--- src/hdl/mbps_pkg.sv ---
// Shared types and constants for the masked byte pattern search block.
// Depends on nothing; every other file refers to it by scoped names.
package mbps_pkg;

   localparam int BYTE_W   = 8;
   localparam int INDEX_W  = 6;
   localparam int OFFSET_W = 24;
   localparam int LENGTH_W = 7;
   localparam int OPCODE_W = 2;
   localparam int CSR_IDX_W = 2;

   localparam logic [OFFSET_W-1:0] OFFSET_FULL = 24'hFFFFFF;

   localparam logic [OPCODE_W-1:0] OP_LOAD    = 2'd0;
   localparam logic [OPCODE_W-1:0] OP_RESTART = 2'd1;
   localparam logic [OPCODE_W-1:0] OP_DATA    = 2'd2;

   localparam logic [CSR_IDX_W-1:0] REG_PATTERN_LENGTH = 2'd0;
   localparam logic [CSR_IDX_W-1:0] REG_SEARCH_RANGE   = 2'd1;

   // controls broadcast to every cell of the chain
   typedef struct packed {
      logic              shift;      // data item: window moves one cell
      logic              rotate;     // pattern ring moves one cell
      logic [BYTE_W-1:0] load_byte;
      logic              load_mark;
   } cell_ctrl_type;

   typedef struct packed {
      logic                match_found;
      logic [OFFSET_W-1:0] match_offset;
   } result_type;

endpackage

--- src/hdl/masked_byte_pattern_search.sv ---
// Masked byte pattern search, top level: chain of compare cells plus result buffer.
// A data item's result goes into the result buffer's output register, or into its skid register while that is held.
// Throughput: one item per cycle unless the result buffer is full; a pattern_length write
//   starts a realignment of the pattern ring, one cell per cycle, with no item taken.
// Reset (synchronous, active high): length 1, full search range, offset and found
//   flag cleared, result buffer empty. Pattern bytes stay undefined until loaded.
module masked_byte_pattern_search #(
   parameter int PATTERN_MAX = 64
) (
   input  logic                                clock,
   input  logic                                reset,
   // request channel
   input  logic                                req_tvalid,
   output logic                                req_tready,
   input  logic [15:0]                         req_tdata,  // entry_index[5:0], byte_value[13:6],
                                                           // ignore_mark[14], zero[15]
   input  logic [mbps_pkg::OPCODE_W-1:0]       req_tuser,  // opcode[1:0]
   // response channel
   output logic                                rsp_tvalid,
   input  logic                                rsp_tready,
   output logic [mbps_pkg::OFFSET_W-1:0]       rsp_tdata,  // match_offset[23:0]
   output logic                                rsp_tuser,  // match_found[0]
   // register write channel
   input  logic                                csr_valid,
   output logic                                csr_ready,
   input  logic [mbps_pkg::CSR_IDX_W-1:0]      csr_index,
   input  logic [mbps_pkg::OFFSET_W-1:0]       csr_data
);

   // Pattern entry idx sits in ring cell (align - idx) mod PATTERN_MAX, where
   // align = used length - 1, so cell j always compares against window byte j.
   localparam int AW = (PATTERN_MAX > 1) ? $clog2(PATTERN_MAX) : 1;
   localparam int TW = AW + 2;
   localparam logic [mbps_pkg::OFFSET_W-1:0] PMAX = mbps_pkg::OFFSET_W'(PATTERN_MAX);

   // configuration
   logic [mbps_pkg::LENGTH_W-1:0] length_ff, length_in;
   logic [mbps_pkg::OFFSET_W-1:0] range_ff, range_in;

   // search state
   logic [mbps_pkg::OFFSET_W-1:0] seen_ff, seen_in;
   logic                          found_ff, found_in;
   logic [AW-1:0]                 align_ff, align_in;

   // request fields
   logic [mbps_pkg::INDEX_W-1:0]  ld_idx;
   logic [mbps_pkg::BYTE_W-1:0]   ld_byte;
   logic                          ld_mark;
   logic                          accept;
   logic                          is_load, is_restart, is_data;

   logic [mbps_pkg::OFFSET_W-1:0] used_len;
   logic [AW-1:0]                 align_goal;
   logic                          busy;
   logic [TW-1:0]                 load_cell;
   logic                          load_ok;

   mbps_pkg::cell_ctrl_type       ctrl;
   mbps_pkg::result_type          result;
   logic                          q_full;

   logic [mbps_pkg::BYTE_W-1:0]   win_q [PATTERN_MAX];
   logic [mbps_pkg::BYTE_W-1:0]   pat_q [PATTERN_MAX];
   logic                          ign_q [PATTERN_MAX];
   logic [PATTERN_MAX-1:0]        cell_match;
   logic                          all_match;

   assign ld_idx  = req_tdata[5:0];
   assign ld_byte = req_tdata[13:6];
   assign ld_mark = req_tdata[14];

   // length 0 counts as 1, anything above the ring size as the ring size
   always_comb begin
      used_len = mbps_pkg::OFFSET_W'(length_ff);
      if (length_ff == '0) begin
         used_len = mbps_pkg::OFFSET_W'(1);
      end else if (used_len > PMAX) begin
         used_len = PMAX;
      end
   end

   assign align_goal = AW'(used_len - mbps_pkg::OFFSET_W'(1));
   assign busy       = (align_ff != align_goal);

   assign req_tready = !busy && !q_full;
   assign csr_ready  = 1'b1;
   assign accept     = req_tvalid && req_tready;
   assign is_load    = accept && (req_tuser == mbps_pkg::OP_LOAD);
   assign is_restart = accept && (req_tuser == mbps_pkg::OP_RESTART);
   assign is_data    = accept && (req_tuser == mbps_pkg::OP_DATA);

   // ring cell for a load: (align - idx) mod PATTERN_MAX
   always_comb begin
      load_cell = TW'(align_ff) + TW'(PATTERN_MAX) - TW'(ld_idx);
      if (load_cell >= TW'(PATTERN_MAX)) begin
         load_cell = load_cell - TW'(PATTERN_MAX);
      end
   end
   assign load_ok = is_load && (32'(ld_idx) < PATTERN_MAX);

   assign ctrl.shift     = is_data;
   assign ctrl.rotate    = busy;
   assign ctrl.load_byte = ld_byte;
   assign ctrl.load_mark = ld_mark;

   // the chain: window shifts toward higher cells, pattern ring rotates likewise
   for (genvar j = 0; j < PATTERN_MAX; j++) begin : g_cell
      localparam int PREV = (j == 0) ? PATTERN_MAX - 1 : j - 1;
      logic [mbps_pkg::BYTE_W-1:0] win_feed;
      logic                        we;
      logic                        act;

      if (j == 0) begin : g_head
         assign win_feed = ld_byte;
      end else begin : g_body
         assign win_feed = win_q[j-1];
      end
      assign we  = load_ok && (load_cell == TW'(j));
      assign act = (mbps_pkg::OFFSET_W'(j) < used_len);

      mbps_cell u_cell (
         .clock   (clock),
         .ctrl    (ctrl),
         .load_we (we),
         .active  (act),
         .win_in  (win_feed),
         .win_out (win_q[j]),
         .pat_in  (pat_q[PREV]),
         .ign_in  (ign_q[PREV]),
         .pat_out (pat_q[j]),
         .ign_out (ign_q[j]),
         .match   (cell_match[j])
      );
   end

   assign all_match = &cell_match;

   // offset, found flag and the result of a data item
   always_comb begin
      logic [mbps_pkg::OFFSET_W-1:0] pos_next;
      logic [mbps_pkg::OFFSET_W-1:0] start;
      pos_next = seen_ff + mbps_pkg::OFFSET_W'(1);
      start    = pos_next - used_len;
      seen_in  = seen_ff;
      found_in = found_ff;
      result.match_found  = 1'b0;
      result.match_offset = '0;
      if (is_restart) begin
         seen_in  = '0;
         found_in = 1'b0;
      end else if (is_data && (seen_ff != mbps_pkg::OFFSET_FULL)) begin
         seen_in = pos_next;
         // need a full window since restart, start inside the range, first hit only
         if (!found_ff && (pos_next >= used_len) && (start < range_ff) && all_match) begin
            found_in            = 1'b1;
            result.match_found  = 1'b1;
            result.match_offset = start;
         end
      end
   end

   // register writes; other indexes are dropped
   always_comb begin
      length_in = length_ff;
      range_in  = range_ff;
      if (csr_valid && csr_ready) begin
         case (csr_index)
            mbps_pkg::REG_PATTERN_LENGTH: length_in = csr_data[mbps_pkg::LENGTH_W-1:0];
            mbps_pkg::REG_SEARCH_RANGE:   range_in  = csr_data;
            default: ;
         endcase
      end
   end

   // ring realignment steps one cell per cycle until it fits the used length
   always_comb begin
      align_in = align_ff;
      if (busy) begin
         if (align_ff == AW'(PATTERN_MAX - 1)) begin
            align_in = '0;
         end else begin
            align_in = align_ff + AW'(1);
         end
      end
   end

   always_ff @(posedge clock) begin
      if (reset) begin
         length_ff <= mbps_pkg::LENGTH_W'(1);
         range_ff  <= mbps_pkg::OFFSET_FULL;
         seen_ff   <= '0;
         found_ff  <= 1'b0;
         align_ff  <= '0;
      end else begin
         length_ff <= length_in;
         range_ff  <= range_in;
         seen_ff   <= seen_in;
         found_ff  <= found_in;
         align_ff  <= align_in;
      end
   end

   mbps_out_queue u_out_queue (
      .clock      (clock),
      .reset      (reset),
      .push       (is_data),
      .push_data  (result),
      .full       (q_full),
      .rsp_tvalid (rsp_tvalid),
      .rsp_tready (rsp_tready),
      .rsp_tdata  (rsp_tdata),
      .rsp_tuser  (rsp_tuser)
   );

endmodule

--- src/hdl/mbps_cell.sv ---
// One cell of the search chain: a window byte, a pattern byte and its mark.
// Depends on mbps_pkg.
module mbps_cell (
   input  logic                       clock,
   input  mbps_pkg::cell_ctrl_type    ctrl,
   input  logic                       load_we,
   input  logic                       active,
   input  logic [mbps_pkg::BYTE_W-1:0] win_in,
   output logic [mbps_pkg::BYTE_W-1:0] win_out,
   input  logic [mbps_pkg::BYTE_W-1:0] pat_in,
   input  logic                       ign_in,
   output logic [mbps_pkg::BYTE_W-1:0] pat_out,
   output logic                       ign_out,
   output logic                       match
);

   logic [mbps_pkg::BYTE_W-1:0] win_ff;
   logic [mbps_pkg::BYTE_W-1:0] pat_ff;
   logic                        ign_ff;

   always_ff @(posedge clock) begin
      if (ctrl.shift) begin
         win_ff <= win_in;
      end
      if (load_we) begin
         pat_ff <= ctrl.load_byte;
         ign_ff <= ctrl.load_mark;
      end else if (ctrl.rotate) begin
         pat_ff <= pat_in;
         ign_ff <= ign_in;
      end
   end

   // compared against the byte that is about to enter this cell
   assign match   = !active || ign_ff || (pat_ff == win_in);
   assign win_out = win_ff;
   assign pat_out = pat_ff;
   assign ign_out = ign_ff;

endmodule

--- src/hdl/mbps_out_queue.sv ---
// Two-entry result buffer: output register plus skid register.
// Depends on mbps_pkg.
module mbps_out_queue (
   input  logic                           clock,
   input  logic                           reset,
   input  logic                           push,
   input  mbps_pkg::result_type           push_data,
   output logic                           full,
   output logic                           rsp_tvalid,
   input  logic                           rsp_tready,
   output logic [mbps_pkg::OFFSET_W-1:0]  rsp_tdata,
   output logic                           rsp_tuser
);

   logic                 out_valid_ff, out_valid_in;
   logic                 skid_valid_ff, skid_valid_in;
   mbps_pkg::result_type out_ff, out_in;
   mbps_pkg::result_type skid_ff, skid_in;
   logic                 pop;

   assign pop = out_valid_ff && rsp_tready;

   // push is never raised while the skid entry is held
   always_comb begin
      out_valid_in  = out_valid_ff;
      skid_valid_in = skid_valid_ff;
      out_in        = out_ff;
      skid_in       = skid_ff;
      if (pop) begin
         if (skid_valid_ff) begin
            out_in        = skid_ff;
            skid_valid_in = push;
            skid_in       = push_data;
         end else begin
            out_valid_in = push;
            out_in       = push_data;
         end
      end else if (push) begin
         if (!out_valid_ff) begin
            out_valid_in = 1'b1;
            out_in       = push_data;
         end else begin
            skid_valid_in = 1'b1;
            skid_in       = push_data;
         end
      end
   end

   always_ff @(posedge clock) begin
      if (reset) begin
         out_valid_ff  <= 1'b0;
         skid_valid_ff <= 1'b0;
      end else begin
         out_valid_ff  <= out_valid_in;
         skid_valid_ff <= skid_valid_in;
      end
      out_ff  <= out_in;
      skid_ff <= skid_in;
   end

   assign full       = skid_valid_ff;
   assign rsp_tvalid = out_valid_ff;
   assign rsp_tdata  = out_ff.match_offset;
   assign rsp_tuser  = out_ff.match_found;

endmodule
--- config.mk ---
export PLATFORM = sky130hd
export DESIGN_NAME = masked_byte_pattern_search
export DESIGN_NICKNAME = d
export VERILOG_FILES = /design/src/hdl/mbps_pkg.sv /design/src/hdl/masked_byte_pattern_search.sv /design/src/hdl/mbps_cell.sv /design/src/hdl/mbps_out_queue.sv
export SDC_FILE = /design/constraint.sdc
export NUM_CORES = 2
export LEC_CHECK = 0
export BUFFER_PORTS_ARGS = -buffer_cell sky130_fd_sc_hd__buf_4
export CAP_MARGIN = 10
export CORE_AREA = 4 4 313 315
export DETAILED_ROUTE_END_ITERATION = 6
export DIE_AREA = 0 0 317 319
export HOLD_SLACK_MARGIN = 0.08
export PLACE_DENSITY_LB_ADDON = 0.3
export SLEW_MARGIN = 25
export SYNTH_ARGS = -nofsm -noshare
export SYNTH_HDL_FRONTEND = slang
export SYNTH_HIERARCHICAL = 1
export SYNTH_SLANG_ARGS = --single-unit
--- constraint.sdc ---
create_clock -name clock -period 55.7 [get_ports clock]
set_input_delay 2.785 -clock clock [delete_from_list [all_inputs] [get_ports clock]]
set_output_delay 2.785 -clock clock [all_outputs]
set_load 0.1 [all_outputs]
Yosys cells after proc, flatten, opt, wreduce, memory -nomap -nowiden
Index checks and enable logic that the tools add are counted.

Input bits: 49. Register bits: 1194. Output and inout port bits: 28. Word-level logic and storage cells: 1039.

Reductions and logical operators: 348. $add $sub $neg: 7. Eq/ne operators: 136. Order comparisons: 68. Mux-type cells: 278.

Operator list (count): $mux W8 (129); $eq A8 B8 Y1 (64); $mux W25 (11); $eq A8 B6 Y1 const B (32); $lt A6 B7 Y1 const A (32); $mux W1 (135); $reduce_bool A2 Y1 (66); $eq A8 B5 Y1 const B (16); $logic_or A1 B1 Y1 (128); $lt A5 B7 Y1 const A (16); $logic_and A1 B1 Y1 (74); $logic_not A1 Y1 (67); $eq A8 B4 Y1 const B (8); $reduce_and A64 Y1 (1); $lt A4 B7 Y1 const A (8); $eq A8 B3 Y1 const B (4); $lt A3 B7 Y1 const A (4); $add A24 B1 Y24 const B (1); $ge A24 B7 Y1 (1); $lt A24 B24 Y1 (1); $ne A24 B24 Y1 const B (1); $sub A24 B7 Y24 (1); $eq A8 B2 Y1 const B (2); $lt A1 B7 Y1 const A (2); 23 further kinds (33).

Depth between registers and ports, before layout
Depth in word-level cells: 15. Gate-level depth with buffers: 25. Mapped depth without buffers: 23.

Modules after synthesis
The synthesis kept the hierarchy.

By module, submodules not included: mbps_cell (cells an instance 40, area an instance 757.0 um^2, instances 64, sequential area each 510.5 um^2); masked_byte_pattern_search (cells an instance 946, area an instance 6422.4 um^2, instances 1, sequential area each 1241.2 um^2); mbps_out_queue (cells an instance 90, area an instance 2005.7 um^2, instances 1, sequential area each 1541.5 um^2).

Worst setup path after synthesis
No wires, ideal clock.

Kind: input-to-reg. Start: input port req_tvalid. End: register u_out_queue.out_ff, in the netlist u_out_queue/rsp_tdata[0], enable pin. Library setup time: 0.381 ns. Path slack: 12.278 ns. Arrival: 43.041 ns. Path buffers: 0. Stages: 4. Data required time: 55.319 ns. Cells stage by stage: nand2b_1 -> or3b_2 -> nor3_1 -> mux2_2.

Cells in the longest elaborated chain, start to end: 4.

Ends and longest elaborated chain: from (decl) (line masked_byte_pattern_search.sv:13) `input logic req_tvalid,`; $logic_and A1 B1 Y1 (line masked_byte_pattern_search.sv:87) `assign accept = req_tvalid && req_tready;`; $logic_and A1 B1 Y1 (line masked_byte_pattern_search.sv:90) `assign is_data = accept && (req_tuser == mbps_pkg::OP_DATA);`; named net is_data (line masked_byte_pattern_search.sv:50) `logic is_load, is_restart, is_data;`; $reduce_bool A2 Y1 (no line); $reduce_and A2 Y1 (no line); to (signal assigned) (line mbps_out_queue.sv:57) `out_ff <= out_in;`; to (decl) (line mbps_out_queue.sv:17) `mbps_pkg::result_type out_ff, out_in;`.

The timed path passes the listed nets, and every way through them passes these cells. A chain may end at the register's enable or synchronous reset.

==> metrics <==
status finished clean; Net Switching 0.9132 mW; initial antenna violation count 2; htree depth 3; synth warn 6; number of global-route vias before repair 31050; Worst Path Max Fanout 22; CP cell instances buf_4 > nor2_1 > a21oi_1 > nor2_1 > ha_1 > inv_1 > fa_1 > a21o_1 > a21oi_1 > o41ai_2 > a211oi_1 > and3_1 > nor3_1 > a211oi_1 > ha_1 > nand4_1 > nor2_1 > nand2_1 > nand4_1 > a2111oi_0 > o2111ai_2 > a2111oi_2 > mux2_4; multi-input combinational cell area 20290 um^2; Fmax achieved 131.4 MHz; DR WL/cell 25.22 um; GRT Resource Usage Total 0.2507; Placeable Area 94870 um^2; Die Wd 317 um; Max clock buf depth 3; final period utilization 0.1366; cts hold-fix bufs 0; final setup skew 0.02086 ns; final cell count without fillers 5072; post-CTS setup buffers 0; Iter 0 DRT Violations 3163; power density of the placed cells 51.81 nW/um^2; hold slack final 0.4655 ns; Clock Latency Late Sink 0.72 ns; CTS tree done; Slew @ Worst Pin 1.084 ns; LEAKAGE 21.65 nW; Initial Util 0.5970; crit start category flop; most frequent cell on the critical path nor2_1; Pre-Repair DR Iteration Count 7; final hold vios 0; Area Growth Syn to Fin 10.09%; cts repair resizes 0; Die ar. 101100 um^2; DP Area 58180 um^2; DR vias 30810; setup_tns 0 ns; RSZ-0062 raised after global routing no; # setup viols final 0; FP Rows 113; Remaining Overflow, GRT 0; DP Wirelength 85.05 mm; VDD IR max 0.03828 mV; delay-heaviest family, CP compound AO/OA/AOI/OAI gates; CTS root buf clkbuf_16; Final min period 7.610 ns; Slowest cell on crit path a2111oi_0; Int Pwr 2.317 mW; clk slew on worst S/H paths 0.06 ns; Ports 77; CP bufs+invs 2; crit path kind flop to flop; Crit. End Element flop; ANT nets after route 0; fin nets 3794; Worst Path Arrival 8.18 ns; # port buffers 74; fill count 6345; share of cells above drive strength 1 0.2572; Worst path max stage delay 0.68 ns; Slew HR 0.2747; Switching Fraction 0.2827; post-synthesis cell count 3588; clock power share 0.255; HP Class flop to flop; n_diodes 0; FF/Latch Area 35210 um^2; register share of total power 0.496; post-synthesis cell area 56630 um^2; first-pass GRT wire length 191.4 mm; final WL 127.9 mm; largest net degree at the start of global routing 186; vias per cell 6.075; maxcap violations 0; CTS buffer count 118; Slew Viols, Final 0; syn_area_per_cell 15.78 um^2; final std cell area, no fill 62350 um^2; DRC Markers 0; Comb pwr share 0.249; global placement routability congestion 0.9022; Worst EP required 56.27 ns; Chip Height 319 um; Clock Sinks 1194; dpl cells 4849
-- cell type report --
type	count	area share
Timing Repair Buffer	126	0.01595
Multi-Input combinational cell	2201	0.3254
Inverter	64	0.003853
Sequential cell	1194	0.5648
Tap cell	1265	0.02539
Clock buffer	140	0.05017
Clock inverter	82	0.01441
-- worst reg2reg max path, cell delays in order (launching register included) --
cell	delay, ns
dfxtp_1	0.30
buf_4	0.22
nor2_1	0.60
a21oi_1	0.14
nor2_1	0.40
ha_1	0.26
inv_1	0.06
fa_1	0.41
a21o_1	0.22
a21oi_1	0.31
o41ai_2	0.24
a211oi_1	0.57
and3_1	0.32
nor3_1	0.09
a211oi_1	0.53
ha_1	0.34
nand4_1	0.09
nor2_1	0.06
nand2_1	0.10
nand4_1	0.15
a2111oi_0	0.68
o2111ai_2	0.58
a2111oi_2	0.59
mux2_4	0.24
-- final timing paths --
check	endpoint	cells after the start	from	slack, ns
hold / removal	g_cell[40].u_cell/win_out[7]	0	g_cell[39].u_cell/win_out[7]	0.47
setup reg to reg	u_out_queue/rsp_tdata[19]	23	length_ff[2]	48.09
hold reg to reg	g_cell[40].u_cell/win_out[7]	0	g_cell[39].u_cell/win_out[7]	0.47
setup / recovery	u_out_queue/rsp_tdata[19]	23	length_ff[2]	48.09
-- sequential cells by signal, summed over array words and instances, names as in the netlist --
signal and cells:
align_ff 6, found_ff 1, g_cell.u_cell/ign_out 64, g_cell.u_cell/pat_out 512
g_cell.u_cell/win_out 504, length_ff 7, range_ff 24, seen_ff 24
u_out_queue/full 1, u_out_queue/rsp_tdata 24, u_out_queue/rsp_tuser 1, u_out_queue/rsp_tvalid 1
u_out_queue/skid_ff 25
-- metrics by stage --
step                worst slack (ns)  utilization  power, mW
CTS                            47.91       0.6557      3.234
floorplan                      12.88            -      2.215
global placement               48.38       0.6131      2.369
global route                   47.93       0.6572      3.360
detailed placement             48.39       0.6133      2.403
finish                         48.09       0.6572      3.230
-- layer usage --
| metal | up-vias | global-route usage | share of wire |
|---|---|---|---|
| met5 | - | 0 | 0 |
| met4 | 0 | 0.07977 | 0.030 |
| met3 | 221 | 0.06045 | 0.092 |
| met2 | 1325 | 0.3977 | 0.47 |
| met1 | 15590 | 0.3445 | 0.41 |
| li1 | 13680 | - | - |
-- power groups by stage --
stage               Combinational (mW)  Sequential [mW]  Clock (mW)
finish                           0.805             1.60       0.822
global route                     0.861             1.62       0.875
CTS                              0.803             1.60       0.835
detailed placement               0.796             1.61           0
global placement                 0.771             1.60           0
floorplan                        0.638             1.58           0
-- placed cells by master, fill, tap and decap left out, types with 61 or more instances in the layout --
master     instances
edfxtp_1        1130
mux2_4           596
xnor2_1          539
nand4_1          162
buf_4            122
clkbuf_16        120
nor2_1           116
nand2_1           73
o21ai_0           71
nor2b_1           68
a21oi_1           65
o21ai_1           65
dfxtp_1           64
or2_1             64
inv_1             61
(Power assumes the default switching activity.)
